## src/hw/rtl/k_diff_unique_pair_count_top_defines.svh

```systemverilog
// Assertion macros shared by the k-difference pair counter RTL.
`ifndef K_DIFF_UNIQUE_PAIR_COUNT_TOP_DEFINES_SVH
`define K_DIFF_UNIQUE_PAIR_COUNT_TOP_DEFINES_SVH
`ifndef NO_ASSERTIONS
`define KDP_ASSERT_IMPLY(label, ante, cons) \
  label: assert property (@(posedge clk) disable iff (rst) (ante) |-> (cons)) \
    else $error("assertion failed");
`define KDP_ASSERT_NEXT(label, ante, cons) \
  label: assert property (@(posedge clk) disable iff (rst) (ante) |=> (cons)) \
    else $error("assertion failed");
`else
`define KDP_ASSERT_IMPLY(label, ante, cons)
`define KDP_ASSERT_NEXT(label, ante, cons)
`endif
`endif

```

## src/hw/rtl/kdp_pkg.sv

```systemverilog
// Shared types and constants of the k-difference pair counter.
package kdp_pkg;
  localparam int CAPACITY  = 1024;
  localparam int ADDR_W    = $clog2(CAPACITY);
  localparam int FILL_W    = ADDR_W + 1;
  localparam logic [9:0] COUNT_MAX = 10'd1023;

  typedef struct packed {
    logic signed [31:0] value;
    logic               last;
  } in_beat_t;

  typedef struct packed {
    logic [9:0] pair_count;
    logic       overflow;
  } out_beat_t;

  typedef struct packed {
    logic load;
    logic fetch;
    logic grab;
    logic scan;
    logic tally;
    logic clear;
  } dp_cmd_t;

  typedef struct packed {
    logic j_last;
    logic i_last;
  } dp_status_t;
endpackage

```

## src/hw/rtl/kdp_ctrl.sv

```systemverilog
// Controller: sequences loading, the pairwise scan and result delivery.
`include "k_diff_unique_pair_count_top_defines.svh"
module kdp_ctrl (
  input  logic                 clk,
  input  logic                 rst,
  input  logic                 in_valid,
  input  logic                 in_last,
  output logic                 in_stall,
  output logic                 out_valid,
  input  logic                 out_stall,
  input  kdp_pkg::dp_status_t  status,
  output kdp_pkg::dp_cmd_t     cmd
);
  typedef enum logic [2:0] {
    S_LOAD, S_FETCH, S_GRAB, S_SCAN, S_DRAIN, S_TALLY, S_OUT
  } state_t;

  state_t state;

  assign in_stall  = state != S_LOAD;
  assign out_valid = state == S_OUT;

  always_comb begin
    cmd       = '0;
    cmd.load  = state == S_LOAD && in_valid;
    cmd.fetch = state == S_FETCH;
    cmd.grab  = state == S_GRAB;
    cmd.scan  = state == S_SCAN;
    cmd.tally = state == S_TALLY;
    cmd.clear = state == S_OUT && !out_stall;
  end

  always_ff @(posedge clk) begin
    if (rst) begin
      state <= S_LOAD;
    end else begin
      unique case (state)
        S_LOAD: begin
          if (in_valid && in_last) state <= S_FETCH;
        end
        S_FETCH: state <= S_GRAB;
        S_GRAB:  state <= S_SCAN;
        S_SCAN: begin
          if (status.j_last) state <= S_DRAIN;
        end
        S_DRAIN: state <= S_TALLY;
        S_TALLY: state <= status.i_last ? S_OUT : S_FETCH;
        S_OUT: begin
          if (!out_stall) state <= S_LOAD;
        end
        default: state <= S_LOAD;
      endcase
    end
  end

  `KDP_ASSERT_IMPLY(a_out_blocks_in, out_valid, in_stall)
  `KDP_ASSERT_NEXT(a_last_starts, in_valid && !in_stall && in_last, in_stall && !out_valid)
  `KDP_ASSERT_NEXT(a_done_returns, out_valid && !out_stall, !in_stall && !out_valid)
endmodule
```

## config.mk

```make
export PLATFORM = sky130hd
export DESIGN_NAME = kdp_ctrl
export DESIGN_NICKNAME = d
export VERILOG_FILES = /design/src/hw/rtl/kdp_pkg.sv /design/src/hw/rtl/kdp_ctrl.sv
export VERILOG_INCLUDE_DIRS = /design/src /design/src/hw/rtl
export SDC_FILE = /design/constraint.sdc
export NUM_CORES = 1
export LEC_CHECK = 0
export BUFFER_PORTS_ARGS = -buffer_cell sky130_fd_sc_hd__buf_4
export CAP_MARGIN = 20
export CORE_AREA = 8 8 45 47
export DETAILED_ROUTE_END_ITERATION = 10
export DIE_AREA = 0 0 53 55
export GPL_ROUTABILITY_DRIVEN = 0
export PLACE_DENSITY = 0.42
export RECOVER_POWER = 100
export SLEW_MARGIN = 10
export SYNTH_ARGS = -nofsm -noshare
export SYNTH_HDL_FRONTEND = slang
export SYNTH_SLANG_ARGS = --single-unit
```

## constraint.sdc

```tcl
create_clock -name clk -period 1.1 [get_ports clk]
set_input_delay 0.11 -clock clk [delete_from_list [all_inputs] [get_ports clk]]
set_output_delay 0.11 -clock clk [all_outputs]
set_load 0.02 [all_outputs]
```

==> results.md, run 1 <==
* Max Cap Violations at 0
* DP Worst Slack at -0.06342 ns
* Dpl hpwl at approximately 630 um
* Power, Total at 0.4976 mW
* Total clock sinks at 3
* Reg2Reg Setup Slack at -0.13 ns
* Worst EP required at 0.99 ns
* Register area share after synthesis at 22.22%
* Yosys Warn Count at 0
* # diodes at 0
* Commonest non-fill, non-tap cell in the layout: buf_4
* End point of the critical path: cmd[5]
* Core Footprint at approximately 1400 um^2
* Clk pin slew, worst setup/hold paths at around 0.040 ns
* Most frequent cells in the layout: 13 x buf_4, 8 x buf_6, 3 x nand2_1, 3 x a21oi_1, 3 x clkbuf_4
* Layout cells sized above 1 at 69.09%
* PortBufs at 14
* Number of global-route vias before repair at about 340
* Area grow syn2layout at 95.83%
* Worst slew pin tran at 0.3576 ns
* Die area at 2915 um^2
* Worst EP arrival at ~1.2 ns
* GRT met2 Usage at 11.13%
* Iter 0 DRT Violations at 3
* Number of remaining DRC errors at 0
* Final #Nets at 63
* R2r endpoint: state[0]
* CTS tree: built
* Hold_ws at ~0.060 ns
* Met3 usage at 3.209%
* Critical-path top delay cell: or3_4
* Reg2reg path depth at 4
* Largest cells by area after synthesis: dfxtp_1 22%, a2111oi_4 10%, and3b_1 6.5%
* Tcrit/Tclk final at 116.5%
* First-pass GRT wire length at 1.483 mm
* Cts bufs inserted at 3
* Tmin final at 1.282 ns
* Largest net degree at the start of global routing at 8
* Clk buf depth at 2
* # H-tree levels at 1
* Worst VDD drop at around 0.33 mV
* Pwr Density at about 940 nW/um^2
* Layer with the highest usage: met2
* Routed via count at 318
* Max FO, Critical Path at 3
* Final Worst Setup Slack at -0.1815 ns
* Crit path from: state[0]
* Drt first pass iters at 3
* Post-synth top area cell: dfxtp_1
* Clock root buffer: clkbuf_4
* Clk Latency, worst-skew pair at about 0.23 ns
* Initial Utilization at 19.53%
* Final Hold Fails at 0
* Initial antenna violation count at 0
* Max FFs per register at 3
* Gr usage total at 6.772%
* Failing checks: setup timing
* RSZ-0062 raised after global routing: yes
* Row count at 14
* Crit-path cells: or3_4 > nor2_4 > buf_6
* Mapped Nets at 39
* Die X at about 53 um
* Post-route ant nets at 0
* Critical path class: register to output pin
* Max-slew violation count at 0
* FF-to-FF Start: state[0]
* GR Util met1 at between 6 and 7%
* Status: complete, but fails checks
* Total leakage power at between 0.2 and 0.25 nW
* Clk_skew at a little over 0.00003 ns
* Slew Limit Headroom at 75.98%
* Ys flop type: dfxtp_1
* Post-synth top area share at 22.22%
* Avg Inst Size Synth at 8.446 um^2
* Post-Route WL at 845 um
* Total global routing overflow at 0
* Mapped Cells at 32
* Biggest regs: state: 3 flops
* Synth Cell Area at 270.3 um^2
* Setup TNS at -1.162 ns
* Ports at 15
* Cell variety after synth at 20
* Setup-failing EPs final at 10
* DR WL/cell at 11.90 um
* Vias per cell at 4.479
* Slowest stage delay, CP at 0.40 ns
* Die Height at 55 um
* Worst Setup Start Kind: register
* Largest reg by FF count: state
* Post-synthesis register bit count at 3
* Fmax at slightly below 0.8 GHz
* Async S/R FF share, synth at 0%
* Tightest Hold Check Type: input pin to register
* CP endpoint kind: output pin
* Post-synth EDFFs at 0
==> through the flow <==
step	util, %	area (um^2)	std cells
after floorplan	-	280.3	32
after global placement	29.84	412.9	63
after detailed placement	29.84	412.9	63
after CTS	37.43	518.0	71
after global routing	38.25	529.3	71
final	38.25	529.3	71
==> timing repair <==
action | in CTS | in global routing
buffers inserted | 4 | 0
pin swaps | 2 | 0
endpoints found under the setup margin | 10 | 10
hold buffers | 0 | 0
gates resized for setup | 15 | 4
==> layer usage <==
| metal | share of wire (%) | vias up |
|---|---|---|
| li1 | - | 159 |
| met1 | 43 | 148 |
| met2 | 49 | 11 |
| met3 | 7.2 | 0 |
| met4 | 0 | 0 |
| met5 | 0 | - |
==> cell families after synthesis <==
family	synth area share, %
buffers and inverters	8.333
AND/OR/NAND/NOR	45.37
AO/OA/AOI/OAI	24.07
flip-flops	22.22
==> worst min-delay path by stage <==
stage / startpoint / endpoint / slack, ns / cells after the start
finish: rst / state[0] / 0.06 / 2
global route: rst / state[0] / 0.05 / 2
CTS: rst / state[0] / 0.05 / 2
detailed placement: rst / state[0] / 0.31 / 2
global placement: rst / state[0] / 0.31 / 2
floorplan: rst / state[0] / 0.17 / 1
==> cell usage after synthesis (2+ instances only) <==
cell,number
a21oi_1,3
and3b_1,2
dfxtp_1,3
inv_1,2
nand2_1,3
nand2b_1,2
nor2b_1,2
nor3_1,2
nor3b_1,2
==> cell type report <==
type / count / area [um^2]
clock buffer: 4 / 26.28
timing repair buffer: 21 / 187.7
sequential: 3 / 66.31
tap: 16 / 20.02
inverter: 2 / 7.507
multi-input combinational: 25 / 221.5
fill: 152 / 854.6
==> critical path: cells and delay by family, from the launching register on <==
kind	cells	cell delay (ns)
and+or+nand+nor	2	0.49
DFF	1	0.33
buffers and inverters	1	0.12
==> power by group <==
group	total (mW)	switching [mW]	internal (mW)	leakage, nW
Combinational	0.180	0.0849	0.0951	0.187
Sequential	0.122	0.00592	0.117	0.0261
Clock	0.195	0.0590	0.136	0.0150
(Power assumes the default switching activity.)
==> run 2: changes to the inputs <==
- ABC_AREA: default -> 1
==> results.md, run 2 <==
* Post-synth EDFFs at 0 (unchanged)
* Largest reg by FF count: state
* Number of remaining DRC errors at 0 (unchanged)
* Tcrit/Tclk final at 101.4% (-15 points)
* Post-synth top cells: 10 x inv_1, 10 x nor2_1, 9 x nand2_1, 6 x nand2_2, 4 x nand3_1
* Vias per cell at 3.900 (-13%)
* Clock root buffer: clkbuf_4
* Final instance area at 555.5 um^2 (+5.0%)
* Worst EP arrival at 1.01 ns (-0.16 ns)
* Commonest non-fill, non-tap cell in the layout: buf_4
* Area of the multi-input gates at 202.7 um^2 (-8.5%)
* Cell variety after synth at 12 (-40%)
* Initial Utilization at 19.53% (unchanged)
* # H-tree levels at 1 (unchanged)
* Biggest regs: state: 3 flops
* First-pass GRT wire length at 1.338 mm (-9.8%)
* Register Area at 71.32 um^2 (+7.5%)
* Routed via count at 351 (+10%)
* Post-Route WL at 820 um (-3.0%)
* Power, Total at 0.7555 mW (+52%)
* Drt first pass iters at 4 (+1)
* Largest net degree at the start of global routing at 8 (unchanged)
* Dpl hpwl at 632.2 um (about the same)
* Crit-path cells: nor2_4 > nand2_2 > nor2_2 > buf_6
* Async S/R FF share, synth at 0% (unchanged)
* Mux cell area share after synthesis at 0% (unchanged)
* Final Worst Setup Slack at -0.01528 ns (+0.1662 ns)
* Slew Limit Headroom at 89.76% (+14 points)
* Layout cells sized above 1 at 64.86% (-4.2 points)
* Gr usage total at 6.274% (-0.50 points)
* Compound-cell area share of the yosys netlist at 3.704% (-20 points)
* Post-Synth XOR/XNOR Area at 0% (unchanged)
* Mapped Nets at 56 (+44%)
* Total clock sinks at 3 (unchanged)
* Total global routing overflow at 0 (unchanged)
* Yosys Warn Count at 0 (unchanged)
* DR WL/cell at 9.111 um (-23%)
* Placed Area at 427.9 um^2 (+3.6%)
* Post-Synth Simple-Gate Area at 55.56% (+10 points)
* Largest cells by area after synthesis: dfxtp_1 22%, inv_1 14%, nand2_2 14%
* Cells after DPL at 83 (+32%)
* Crit path max-delay family: flip-flops
* Die area at 2915 um^2 (unchanged)
* FILL cells at 159 (+4.6%)
* Row count at 14 (unchanged)
* Failing checks: setup timing
* # diodes at 0 (unchanged)
* Setup-failing EPs final at 1 (-9)
* Tightest Hold Check Type: input pin to register
* Mapped Cells at 49 (+53%)
* RSZ-0062 raised after global routing: yes
* Max-slew violation count at 0 (unchanged)
* Iter 0 DRT Violations at 4 (+1)
* Register area share after synthesis at 22.22% (unchanged)
* Worst EP required at 0.99 ns (about the same)
* Pwr Density at 1360 nW/um^2 (+45%)
* Worst slew pin tran at 0.1537 ns (-0.2039 ns)
* Cts bufs inserted at 3 (unchanged)
* Fin util at 40.14% (+1.9 points)
* Clk pin slew, worst setup/hold paths at 0.04 ns (about the same)
* Worst Setup Start Kind: register
* Total leakage power at 0.3145 nW (+38%)
* Max FFs per register at 3 (unchanged)
* Post-synth top area cell: dfxtp_1
* CTS tree: built
* Most frequent cells in the layout: 15 x buf_4, 7 x inv_1, 7 x nand2_2
* Post-synth top area share at 22.22% (unchanged)
* Critical path class: register to output pin
* Final Hold Fails at 0 (unchanged)
* Initial antenna violation count at 0 (unchanged)
* Max Cap Violations at 0 (unchanged)
* Post-synthesis register bit count at 3 (unchanged)
* Post-route ant nets at 0 (unchanged)
* CTS Hold Bufs at 0 (unchanged)
* Avg Inst Size Synth at 5.515 um^2 (-35%)
* Core Footprint at 1384 um^2 (unchanged)
* Ports at 15 (unchanged)
* Die X at 53 um (unchanged)
* Worst VDD drop at 0.6062 mV (+83%)
* Final #Nets at 82 (+30%)
* CP endpoint kind: output pin
* Buf+Inv Stages, Crit Path at 1 (unchanged)
* Status: complete, but fails checks
* Final std cells w/o fill at 90 (+27%)
* Max FO, Critical Path at 7 (+4)
* Die Height at 55 um (unchanged)
* Clk_skew at 0.003893 ns (+0.003863 ns)
* Slowest stage delay, CP at 0.37 ns (-0.03 ns)
* Synth Cell Area at 270.3 um^2 (unchanged)
* Setup TNS at -0.01528 ns (+1.147 ns)
* Area grow syn2layout at 105.6%
* Tmin final at 1.115 ns (-0.1662 ns)
* Largest family of logic cells by synthesized area: simple AND/OR/NAND/NOR gates
* Critical-path top delay cell: dfxtp_4
* Fmax at 0.8966 GHz (+15%)
* Ys flop type: dfxtp_1
* PortBufs at 14 (unchanged)
* Post-Synth Adder-Cell Area at 0% (unchanged)
* Number of global-route vias before repair at 326 (-3.3%)
* Clk buf depth at 2 (unchanged)
* Clk Latency, worst-skew pair at 0.23 ns (about the same)
-- run 2: changes by cell type after synthesis, sizes merged, moves of 3 or more --
cell	delta
inv	+9
nor2b	-3
nand2	+12
nand3	+5
nor2	+10
-- run 2: what timing repair did --
item                                    in CTS  in global routing
pin swaps                                    5                  2
endpoints found under the setup margin       8                 10
buffers inserted                             0                  3
resized for setup                           20                  9
-- run 2: worst register-to-register path: cells and delay by family (launching register included) --
kind	cells	cell delay, ns
AOI/OAI and AO/OA	1	0.12
buffers and inverters	2	0.16
DFF	1	0.36
and+or+nand+nor	4	0.29
-- run 2: area by class of cell --
cell class | instances | area share [%]
Sequential cell | 3 | 12.84
Tap cell | 16 | 3.604
Multi-Input combinational cell | 33 | 36.49
Inverter | 13 | 9.910
Timing Repair Buffer | 21 | 32.43
Clock buffer | 4 | 4.730
-- run 2: cell families after synthesis --
family,after synthesis
and+or+nand+nor,31
AOI/OAI and AO/OA,2
buffers and inverters,13
DFF,3
-- run 2: routing by layer --
| metal | up-vias | track usage [%] | part of all wire (%) |
|---|---|---|---|
| met1 | 144 | 6.051 | 36 |
| met5 | - | 0 | 0 |
| met3 | 2 | 2.941 | 12 |
| met2 | 12 | 9.570 | 49 |
| li1 | 193 | - | - |
| met4 | 0 | 6.466 | 2.3 |
-- run 2: final timing paths --
kind,end,depth (start not counted),from,slack (ns)
max,cmd[5],4,state[0],-0.02
min,state[2],2,rst,0.03
max reg2reg,state[2],7,state[2],0.07
min reg2reg,state[0],3,state[0],0.66
-- run 2: through the flow --
step / hold WS, ns / setup slack (ns)
global route: 0.02702 / -0.06334
global placement: 0.2817 / 0.02125
detailed placement: 0.2817 / 0.02371
floorplan: 0.1824 / 0.03012
finish: 0.02851 / -0.01528
CTS: 0.01885 / -0.02736
-- run 2: where the power goes --
| part | switching [mW] | total [mW] | internal [mW] |
|---|---|---|---|
| combinational | 0.206 | 0.380 | 0.174 |
| sequential | 0.0467 | 0.181 | 0.135 |
| clock | 0.0584 | 0.194 | 0.136 |
| total | 0.311 | 0.755 | 0.444 |
